--- src/sv/rsgp_pkg.sv ---
`default_nettype none

package rsgp_pkg;

  // field widths
  localparam int unsigned DEG_W = 6;
  localparam int unsigned LOG_W = 8;

  // primitive polynomial x^8 + x^4 + x^3 + x^2 + 1 and multiplicative group order
  localparam logic [8:0] GF_POLY  = 9'h11D;
  localparam logic [8:0] GF_ORDER = 9'd255;

  // coefficient in log form, zero flag stands for the zero element
  typedef struct packed {
    logic             zero;
    logic [LOG_W-1:0] lg;
  } coef_t;

  localparam coef_t COEF_ZERO = '{zero: 1'b1, lg: 8'd0};
  localparam coef_t COEF_ONE  = '{zero: 1'b0, lg: 8'd0};

  typedef logic [7:0] gf_table_t [256];

  // alpha^i, entry 255 wraps to alpha^0
  function automatic gf_table_t gf_antilog_build();
    gf_table_t  t;
    logic [8:0] v;
    v = 9'd1;
    for (int i = 0; i < 256; i++) begin
      t[i] = v[7:0];
      v = {v[7:0], 1'b0};
      if (v[8]) begin
        v = v ^ GF_POLY;
      end
    end
    return t;
  endfunction

  // inverse of the antilog table, entry 0 unused
  function automatic gf_table_t gf_log_build();
    gf_table_t  t;
    logic [8:0] v;
    for (int i = 0; i < 256; i++) begin
      t[i] = 8'd0;
    end
    v = 9'd1;
    for (int i = 0; i < 255; i++) begin
      t[v[7:0]] = 8'(i);
      v = {v[7:0], 1'b0};
      if (v[8]) begin
        v = v ^ GF_POLY;
      end
    end
    return t;
  endfunction

  localparam gf_table_t GF_ANTILOG = gf_antilog_build();
  localparam gf_table_t GF_LOG     = gf_log_build();

  // controller to datapath commands
  typedef struct packed {
    logic             init_wr;
    logic             rd_en;
    logic [DEG_W-1:0] rd_addr;
    logic             upd_valid;
    logic             src_zero;
    logic             first;
    logic [DEG_W-1:0] wr_addr;
    logic [DEG_W-1:0] step;
    logic             emit_ld;
    logic [DEG_W-1:0] emit_pow;
    logic             emit_last;
  } cmd_t;

  // datapath to controller status
  typedef struct packed {
    logic out_free;
  } status_t;

endpackage

`default_nettype wire

--- src/sv/rsgp_ram.sv ---
`default_nettype none

// single port write, single port read, registered write-first read
module rsgp_ram #(
  parameter int unsigned WIDTH = 9,
  parameter int unsigned DEPTH = 33
) (
  input  wire logic                     clk_i,
  input  wire logic                     we_i,
  input  wire logic [$clog2(DEPTH)-1:0] waddr_i,
  input  wire logic [WIDTH-1:0]         wdata_i,
  input  wire logic                     re_i,
  input  wire logic [$clog2(DEPTH)-1:0] raddr_i,
  output logic      [WIDTH-1:0]         rdata_o
);

  logic [WIDTH-1:0] mem_q [DEPTH];
  logic [WIDTH-1:0] rdata_q;

  always_ff @(posedge clk_i) begin
    if (we_i) begin
      mem_q[waddr_i] <= wdata_i;
    end
    if (re_i) begin
      rdata_q <= (we_i && (waddr_i == raddr_i)) ? wdata_i : mem_q[raddr_i];
    end
  end

  assign rdata_o = rdata_q;

endmodule

`default_nettype wire

--- src/sv/rsgp_ctrl.sv ---
`default_nettype none

module rsgp_ctrl #(
  parameter int unsigned EFF_DEGREE = 32
) (
  input  wire logic                           clk_i,
  input  wire logic                           rst_ni,
  input  wire logic                           in_valid_i,
  input  wire logic [rsgp_pkg::DEG_W-1:0]     degree_i,
  output logic                                in_ready_o,
  input  wire rsgp_pkg::status_t              status_i,
  output rsgp_pkg::cmd_t                      cmd_o
);

  typedef enum logic [2:0] {
    IDLE,
    INIT,
    UPD,
    EMIT_RD,
    EMIT_LD
  } state_e;

  state_e                      state_q;
  logic [rsgp_pkg::DEG_W-1:0]  n_q;   // saturated degree
  logic [rsgp_pkg::DEG_W-1:0]  i_q;   // current root index
  logic [rsgp_pkg::DEG_W-1:0]  k_q;   // coefficient being written or emitted
  logic [rsgp_pkg::DEG_W-1:0]  deg_sat;

  assign deg_sat = (degree_i > rsgp_pkg::DEG_W'(EFF_DEGREE)) ?
                   rsgp_pkg::DEG_W'(EFF_DEGREE) : degree_i;

  always_ff @(posedge clk_i or negedge rst_ni) begin
    if (!rst_ni) begin
      state_q <= IDLE;
      n_q     <= '0;
      i_q     <= '0;
      k_q     <= '0;
    end else begin
      case (state_q)
        IDLE: begin
          if (in_valid_i) begin
            n_q     <= deg_sat;
            state_q <= INIT;
          end
        end
        INIT: begin
          i_q <= '0;
          if (n_q == '0) begin
            k_q     <= '0;
            state_q <= EMIT_RD;
          end else begin
            k_q     <= rsgp_pkg::DEG_W'(1);
            state_q <= UPD;
          end
        end
        UPD: begin
          if (k_q == '0) begin
            if (i_q == n_q - rsgp_pkg::DEG_W'(1)) begin
              k_q     <= n_q;
              state_q <= EMIT_RD;
            end else begin
              i_q <= i_q + rsgp_pkg::DEG_W'(1);
              k_q <= i_q + rsgp_pkg::DEG_W'(2);
            end
          end else begin
            k_q <= k_q - rsgp_pkg::DEG_W'(1);
          end
        end
        EMIT_RD: begin
          if (status_i.out_free) begin
            state_q <= EMIT_LD;
          end
        end
        EMIT_LD: begin
          if (k_q == '0) begin
            state_q <= IDLE;
          end else begin
            k_q     <= k_q - rsgp_pkg::DEG_W'(1);
            state_q <= EMIT_RD;
          end
        end
        default: begin
          state_q <= IDLE;
        end
      endcase
    end
  end

  assign in_ready_o = (state_q == IDLE);

  always_comb begin
    cmd_o           = '0;
    cmd_o.step      = i_q;
    cmd_o.wr_addr   = k_q;
    cmd_o.src_zero  = (k_q == '0);
    cmd_o.first     = (k_q == i_q + rsgp_pkg::DEG_W'(1));
    cmd_o.emit_pow  = k_q;
    cmd_o.emit_last = (k_q == '0);
    cmd_o.rd_addr   = k_q;
    case (state_q)
      INIT: begin
        cmd_o.init_wr = 1'b1;
      end
      UPD: begin
        cmd_o.upd_valid = 1'b1;
        cmd_o.rd_en     = (k_q != '0);
        cmd_o.rd_addr   = k_q - rsgp_pkg::DEG_W'(1);
      end
      EMIT_RD: begin
        cmd_o.rd_en = status_i.out_free;
      end
      EMIT_LD: begin
        cmd_o.emit_ld = 1'b1;
      end
      default: begin
        cmd_o.init_wr = 1'b0;
      end
    endcase
  end

endmodule

`default_nettype wire

--- src/sv/rsgp_datapath.sv ---
`default_nettype none

module rsgp_datapath #(
  parameter int unsigned DEPTH = 33
) (
  input  wire logic                          clk_i,
  input  wire logic                          rst_ni,
  input  wire rsgp_pkg::cmd_t                cmd_i,
  output rsgp_pkg::status_t                  status_o,
  input  wire logic                          out_ready_i,
  output logic                               out_valid_o,
  output logic [rsgp_pkg::DEG_W-1:0]         x_power_o,
  output logic [rsgp_pkg::LOG_W-1:0]         alpha_log_o,
  output logic                               is_zero_o,
  output logic                               last_o
);

  localparam int unsigned AW = $clog2(DEPTH);

  // coefficient times alpha^e, log addition mod 255
  function automatic rsgp_pkg::coef_t gf_mul(input rsgp_pkg::coef_t c,
                                             input logic [rsgp_pkg::DEG_W-1:0] e);
    logic [8:0]      sum;
    rsgp_pkg::coef_t r;
    sum = {1'b0, c.lg} + {3'b000, e};
    if (sum >= rsgp_pkg::GF_ORDER) begin
      sum = sum - rsgp_pkg::GF_ORDER;
    end
    r.zero = c.zero;
    r.lg   = c.zero ? 8'd0 : sum[7:0];
    return r;
  endfunction

  // field addition through antilog, xor, log
  function automatic rsgp_pkg::coef_t gf_add(input rsgp_pkg::coef_t a,
                                             input rsgp_pkg::coef_t b);
    logic [7:0]      va;
    logic [7:0]      vb;
    logic [7:0]      s;
    rsgp_pkg::coef_t r;
    va = a.zero ? 8'd0 : rsgp_pkg::GF_ANTILOG[a.lg];
    vb = b.zero ? 8'd0 : rsgp_pkg::GF_ANTILOG[b.lg];
    s  = va ^ vb;
    if (s == 8'd0) begin
      r = rsgp_pkg::COEF_ZERO;
    end else begin
      r.zero = 1'b0;
      r.lg   = rsgp_pkg::GF_LOG[s];
    end
    return r;
  endfunction

  // stage 1: read data returns
  logic                        s1_valid_q;
  logic                        s1_src_zero_q;
  logic                        s1_first_q;
  logic [rsgp_pkg::DEG_W-1:0]  s1_wr_addr_q;
  logic [rsgp_pkg::DEG_W-1:0]  s1_step_q;
  rsgp_pkg::coef_t             prev_q;

  // stage 2: add and write back
  logic                        s2_valid_q;
  rsgp_pkg::coef_t             s2_data_q;
  rsgp_pkg::coef_t             s2_mul_q;
  logic [rsgp_pkg::DEG_W-1:0]  s2_wr_addr_q;

  logic                        out_valid_q;
  logic [rsgp_pkg::DEG_W-1:0]  x_power_q;
  logic [rsgp_pkg::LOG_W-1:0]  alpha_log_q;
  logic                        is_zero_q;
  logic                        last_q;

  logic [$bits(rsgp_pkg::coef_t)-1:0] rd_data;
  rsgp_pkg::coef_t             rd_coef;
  rsgp_pkg::coef_t             s1_data;
  rsgp_pkg::coef_t             s1_prev;
  rsgp_pkg::coef_t             s1_mul;
  rsgp_pkg::coef_t             s2_res;
  logic                        ram_we;
  logic [AW-1:0]               ram_waddr;
  rsgp_pkg::coef_t             ram_wdata;

  assign rd_coef = rsgp_pkg::coef_t'(rd_data);
  assign s1_data = s1_src_zero_q ? rsgp_pkg::COEF_ZERO : rd_coef;
  assign s1_prev = s1_first_q ? rsgp_pkg::COEF_ZERO : prev_q;
  assign s1_mul  = gf_mul(s1_prev, s1_step_q);
  assign s2_res  = gf_add(s2_data_q, s2_mul_q);

  assign ram_we    = cmd_i.init_wr | s2_valid_q;
  assign ram_waddr = cmd_i.init_wr ? '0 : s2_wr_addr_q[AW-1:0];
  assign ram_wdata = cmd_i.init_wr ? rsgp_pkg::COEF_ONE : s2_res;

  rsgp_ram #(
    .WIDTH ($bits(rsgp_pkg::coef_t)),
    .DEPTH (DEPTH)
  ) u_coef_ram (
    .clk_i   (clk_i),
    .we_i    (ram_we),
    .waddr_i (ram_waddr),
    .wdata_i (ram_wdata),
    .re_i    (cmd_i.rd_en),
    .raddr_i (cmd_i.rd_addr[AW-1:0]),
    .rdata_o (rd_data)
  );

  always_ff @(posedge clk_i or negedge rst_ni) begin
    if (!rst_ni) begin
      s1_valid_q  <= 1'b0;
      s2_valid_q  <= 1'b0;
      out_valid_q <= 1'b0;
    end else begin
      s1_valid_q <= cmd_i.upd_valid;
      s2_valid_q <= s1_valid_q;
      if (cmd_i.emit_ld) begin
        out_valid_q <= 1'b1;
      end else if (out_ready_i) begin
        out_valid_q <= 1'b0;
      end
    end
  end

  always_ff @(posedge clk_i) begin
    s1_src_zero_q <= cmd_i.src_zero;
    s1_first_q    <= cmd_i.first;
    s1_wr_addr_q  <= cmd_i.wr_addr;
    s1_step_q     <= cmd_i.step;
    if (s1_valid_q) begin
      prev_q <= s1_data;
    end
    s2_data_q    <= s1_data;
    s2_mul_q     <= s1_mul;
    s2_wr_addr_q <= s1_wr_addr_q;
    if (cmd_i.emit_ld) begin
      x_power_q   <= cmd_i.emit_pow;
      alpha_log_q <= rd_coef.zero ? 8'd0 : rd_coef.lg;
      is_zero_q   <= rd_coef.zero;
      last_q      <= cmd_i.emit_last;
    end
  end

  assign status_o.out_free = !out_valid_q || out_ready_i;

  assign out_valid_o = out_valid_q;
  assign x_power_o   = x_power_q;
  assign alpha_log_o = alpha_log_q;
  assign is_zero_o   = is_zero_q;
  assign last_o      = last_q;

endmodule

`default_nettype wire

--- src/sv/rs_generator_polynomial_core.sv ---
`default_nettype none

// Reed-Solomon generator polynomial over GF(256), primitive polynomial 0x11D.
// A request word carries the degree n (saturated to MAX_DEGREE); the core
// builds g(x) = product of (x + alpha^i), i = 0..n-1, in a coefficient RAM
// and returns n+1 words from x^n down to x^0, each the coefficient's log
// base alpha, a zero flag (log then reads 0) and last on x^0. Degree zero
// gives the single word x^0 with log 0. One request is processed at a time:
// the core takes the request, seeds the RAM, then runs the coefficient
// updates, one RAM read-modify-write per cycle through a two stage
// multiply/add pipe, then reads and loads each result word, holding the
// read while the output register is full and not being taken. The single
// read port of the coefficient RAM sets the pace of the updates. A new request
// is taken as soon as the last result word sits in the output register.
// The coefficient RAM needs no clearing after reset.
module rs_generator_polynomial_core #(
  parameter int unsigned MAX_DEGREE = 32
) (
  input  wire logic                         clk_i,
  input  wire logic                         rst_ni,
  // request channel
  input  wire logic                         in_valid_i,
  output logic                              in_ready_o,
  input  wire logic [rsgp_pkg::DEG_W-1:0]   degree_i,
  // coefficient channel
  output logic                              out_valid_o,
  input  wire logic                         out_ready_i,
  output logic [rsgp_pkg::DEG_W-1:0]        x_power_o,
  output logic [rsgp_pkg::LOG_W-1:0]        alpha_log_o,
  output logic                              is_zero_o,
  output logic                              last_o
);

  // the 6 bit degree field never asks for more than 63 roots
  localparam int unsigned DEG_MAX_IN = (1 << rsgp_pkg::DEG_W) - 1;
  localparam int unsigned EFF_DEGREE = (MAX_DEGREE < DEG_MAX_IN) ? MAX_DEGREE : DEG_MAX_IN;
  localparam int unsigned DEPTH      = EFF_DEGREE + 1;

  rsgp_pkg::cmd_t    cmd;
  rsgp_pkg::status_t status;

  // sequencer: seeds, walks roots and coefficients, then drains results
  rsgp_ctrl #(
    .EFF_DEGREE (EFF_DEGREE)
  ) u_ctrl (
    .clk_i      (clk_i),
    .rst_ni     (rst_ni),
    .in_valid_i (in_valid_i),
    .degree_i   (degree_i),
    .in_ready_o (in_ready_o),
    .status_i   (status),
    .cmd_o      (cmd)
  );

  // coefficient RAM, GF multiply/add pipe and output register
  rsgp_datapath #(
    .DEPTH (DEPTH)
  ) u_datapath (
    .clk_i       (clk_i),
    .rst_ni      (rst_ni),
    .cmd_i       (cmd),
    .status_o    (status),
    .out_ready_i (out_ready_i),
    .out_valid_o (out_valid_o),
    .x_power_o   (x_power_o),
    .alpha_log_o (alpha_log_o),
    .is_zero_o   (is_zero_o),
    .last_o      (last_o)
  );

`ifndef SYNTH
  // last marks the x^0 coefficient and nothing else
  a_last_at_x0: assert property (@(posedge clk_i) disable iff (!rst_ni)
    out_valid_o |-> (last_o == (x_power_o == '0)))
    else $error("last does not match x power zero");

  // a zero coefficient reports log 0
  a_zero_log: assert property (@(posedge clk_i) disable iff (!rst_ni)
    (out_valid_o && is_zero_o) |-> (alpha_log_o == '0))
    else $error("zero coefficient with nonzero log");

  // a taken request keeps the core busy
  a_busy_after_req: assert property (@(posedge clk_i) disable iff (!rst_ni)
    (in_valid_i && in_ready_o) |=> !in_ready_o)
    else $error("request taken while busy");

  // more words are still owed after a non-last word
  a_busy_mid_run: assert property (@(posedge clk_i) disable iff (!rst_ni)
    (out_valid_o && out_ready_i && !last_o) |=> !in_ready_o)
    else $error("request channel open in the middle of a run");
`endif

endmodule

`default_nettype wire
--- config.mk ---
export PLATFORM = sky130hd
export DESIGN_NAME = rs_generator_polynomial_core
export DESIGN_NICKNAME = d
export VERILOG_FILES = /design/src/sv/rsgp_pkg.sv /design/src/sv/rsgp_ram.sv /design/src/sv/rsgp_ctrl.sv /design/src/sv/rsgp_datapath.sv /design/src/sv/rs_generator_polynomial_core.sv
export SDC_FILE = /design/constraint.sdc
export NUM_CORES = 1
export LEC_CHECK = 0
export BUFFER_PORTS_ARGS = -buffer_cell sky130_fd_sc_hd__buf_4
export CAP_MARGIN = 20
export CORE_MARGIN = 2
export CORE_UTILIZATION = 45
export CTS_BUF_LIST = sky130_fd_sc_hd__clkbuf_8
export DETAILED_ROUTE_END_ITERATION = 8
export GPL_TIMING_DRIVEN = 0
export SLEW_MARGIN = 10
export SYNTH_ARGS = -nofsm -noshare
export SYNTH_HDL_FRONTEND = slang
export SYNTH_SLANG_ARGS = --single-unit
--- constraint.sdc ---
create_clock -name clk_i -period 17.8 [get_ports clk_i]
set_input_delay 0.89 -clock clk_i [delete_from_list [all_inputs] [get_ports clk_i]]
set_output_delay 0.89 -clock clk_i [all_outputs]
set_load 0.1 [all_outputs]
==> metrics.csv <==
metric,value,unit
root buffer selected by CTS,clkbuf_8,
vertical extent of the die,249,um
share of the synthesized area in the top cell type,0.369,
Area growth syn-to-layout,9.88,%
placer congestion estimate,1.08,
Via-to-Cell Ratio,7.36,
sequential share of the synthesized area,0.419,
max-cap violations,0,
met2 layer wire length in the routed design,54100,um
Tightest Pin Transition,1.33,ns
max-slew violation count,0,
crit share post-route,0.607,
Post-Route Utilization,0.501,
"FFs w/ async S/R, synth",0.0611,
layout filler cell count,5242,
time the worst path needs with I/O delays and setup,10.80,ns
DIE WIDTH,249,um
CTS Buf Count,59,
type of the most critical hold path,in2async,
number of sinks driven by the clock tree,393,
"Primary FF master, synth",edfxtp_1,
number of nets at the end of the flow,2820,
required time at the endpoint of the critical path,18.14,ns
slowest cell on the critical path,o32ai_1,
worst path cell trace,"clkbuf_1, clkbuf_1, inv_1, ha_1, clkbuf_1, clkbuf_1, nor2_1, o311ai_0, o21ai_0, a21oi_1, o32ai_1, nand3_2, nand2_1, buf_2, ha_1, clkbuf_1, nor3_1, a2111oi_0, nor2b_1, nand4_1, nand4_1, mux2_2",
largest net degree at the start of global routing,34,
total via count after detailed routing,26200,
starting utilization of the core area,0.456,
final sum of negative setup slack,0,ns
overall fraction of global-route tracks in use,0.389,
routed length on met3,17400,um
initial antenna violation count,4,
setup repair after global routing missed its margin,false,
data arrival time of the critical path,11.14,ns
buffers inserted during post-CTS setup optimization,0,
startpoint kind of the worst setup timing path,flop,
top routing layer used,met5,
Multi-input gate area,14200,um^2
number of I/O pins,28,
worst max-slew margin expressed relative to the limit,0.112,
number of buffers on the longest clock path,3,
delay of the slowest cell on the worst path,0.94,ns
detailed-route wire length per cell,35.1,um
Clock H-tree levels,2,
number of flops mapped to enable cells by yosys,331,
Syn. warnings,0,
floorplan die area,61900,um^2
critical setup path kind,reg2reg,
routed wire length,125000,um
Fin Clk Skew,0.0297,ns
first-iteration detailed-routing DRC count,4217,
GR Overflow Total,0,
cts-stage hold buffer count,0,
proportion of layout cells with a drive suffix above 1,0.151,
FMAX,92.6,MHz
kind of end point of the critical path,flop,
quantity of gates resized following cts,0,
most area-consuming cells after synthesis,"edfxtp_1 37%, mux4_2 9.1%, ha_1 3.2%",
number of nets in the synthesized netlist,2708,
most prevalent standard cell on the critical path,clkbuf_1,
post-synthesis cell type count,97,
commonest cells in the synthesized netlist,"331 x edfxtp_1, 200 x nor2_1, 197 x nand2_1",
synthesized area,27000,um^2
vias in the first global route,25600,
wire length of the first global-routing pass,178000,um
Gate Count Post-Synth,2628,
number of placement rows,89,
number of input and output port buffers inserted,27,
dominant cell by count in the synthesized netlist,edfxtp_1,
number of remaining DRC errors,2,
Clock Latency Late Sink,0.62,ns
core outline area,59100,um^2
Yosys top cell by area,edfxtp_1,
register clock-pin slew on the reported worst setup and hold paths,0.06,ns
post-route antenna net violation count,0,
violations in the final reports,design-rule violations,
CTS tree,yes,
Fin. Hold Viols,0,
met1 layer wirelength in the final routing,44200,um
detailed-routing iteration count for the pre-antenna-repair pass,9,
smallest hold slack,0.179,ns
setup violators final,0,
area used by sequential logic in the layout,11300,um^2
largest driver fanout on the critical path,13,
synthesized flop and latch total,393,
final HPWL from detailed placement,87300,um
Synth Area per Inst,10.3,um^2
result of the run,finished with violations,
[layout by cell type (no fill, tap or decap), types with 61 or more instances in the layout]
master    count
edfxtp_1    331
nand2_1     197
nor2_1      197
a21oi_1     163
clkbuf_1    131
o21ai_0     113
mux4_2      109
nand3_1      84
nor2b_1      80
nand2b_1     78
buf_2        72
ha_1         69
nor3_1       62
clkbuf_8     61
[flip-flops by register name (all words and copies together), names as in the netlist]
register                       count
u_datapath.u_coef_ram.rdata_o      9
u_datapath.s2_wr_addr_q            6
u_datapath.last_o                  1
u_datapath.s1_first_q              1
u_datapath.s2_valid_q              1
u_datapath.s2_data_q               9
u_datapath.s2_mul_q                9
u_ctrl.state_q                     3
u_ctrl.k_q                         6
u_datapath.u_coef_ram.mem_q      297
u_datapath.s1_step_q               6
u_datapath.s1_valid_q              1
u_ctrl.i_q                         6
u_datapath.x_power_o               6
u_datapath.s1_wr_addr_q            6
u_datapath.out_valid_o             1
u_ctrl.n_q                         6
u_datapath.prev_q                  9
u_datapath.is_zero_o               1
u_datapath.s1_src_zero_q           1
u_datapath.alpha_log_o             8
[path summary, 6_finish.rpt]
| check | from | endpoint | slack (ns) | cells after the start |
|---|---|---|---|---|
| max in group asynchronous | rst_ni | u_ctrl.i_q[5]$_DFFE_PN0P_ | 17.36 | 1 |
| min | rst_ni | u_datapath.out_valid_o$_DFFE_PN0P_ | 0.18 | 1 |
| max reg2reg | u_datapath.s2_mul_q[0]$_SDFF_PP0_ | u_datapath.u_coef_ram.rdata_o[4]$_DFFE_PP_ | 7.00 | 22 |
| max | u_datapath.s2_mul_q[0]$_SDFF_PP0_ | u_datapath.u_coef_ram.rdata_o[4]$_DFFE_PP_ | 7.00 | 22 |
| min reg2reg | u_datapath.s1_wr_addr_q[3]$_DFF_P_ | u_datapath.s2_wr_addr_q[3]$_DFF_P_ | 0.33 | 0 |
| min in group clk_i | u_datapath.s1_wr_addr_q[3]$_DFF_P_ | u_datapath.s2_wr_addr_q[3]$_DFF_P_ | 0.33 | 0 |
[metrics by stage]
step,area (um^2),setup WS (ns),cells
floorplan,27000,11.05,2628
global placement,28100,6.19,3428
detailed placement,28300,7.62,3441
CTS,29500,7.59,3547
global route,29600,7.08,3559
finish,29600,7.00,3560
[routing by layer]
layer	global-route usage	up-vias
li1	-	10500
met1	0.484	12600
met2	0.591	2439
met3	0.139	710
met4	0.216	4
met5	0	-
[worst max-delay path, delay by kind of cell, from the launching register on]
kind	cells	cell delay (ns)
AOI/OAI and AO/OA	5	2.22
adders and majority gates	2	0.70
buffers and inverters	7	3.51
DFF	1	0.87
muxes	1	0.54
and+or+nand+nor	7	2.62
[kinds of logic after synthesis]
family | Yosys count | synth area share
compound gates | 778 | 0.204
fa+ha+maj | 70 | 0.0328
flops | 393 | 0.419
buf+inv | 310 | 0.0549
xor+xnor | 51 | 0.0175
simple gates | 870 | 0.163
mux | 156 | 0.109
[area by class of cell]
cell class / count / area share
inverter: 51 / 0.00646
tap: 773 / 0.0327
timing repair buffer: 51 / 0.0147
clock buffer: 61 / 0.0283
multi-input combinational: 1925 / 0.481
sequential: 393 / 0.382
clock inverter: 45 / 0.0121
buffer: 259 / 0.0435
antenna: 2 / 0.000169
Power is left out: the tool's default activity adds up to more than one toggle a clock period on the data nets, which glitch-free logic cannot reach.
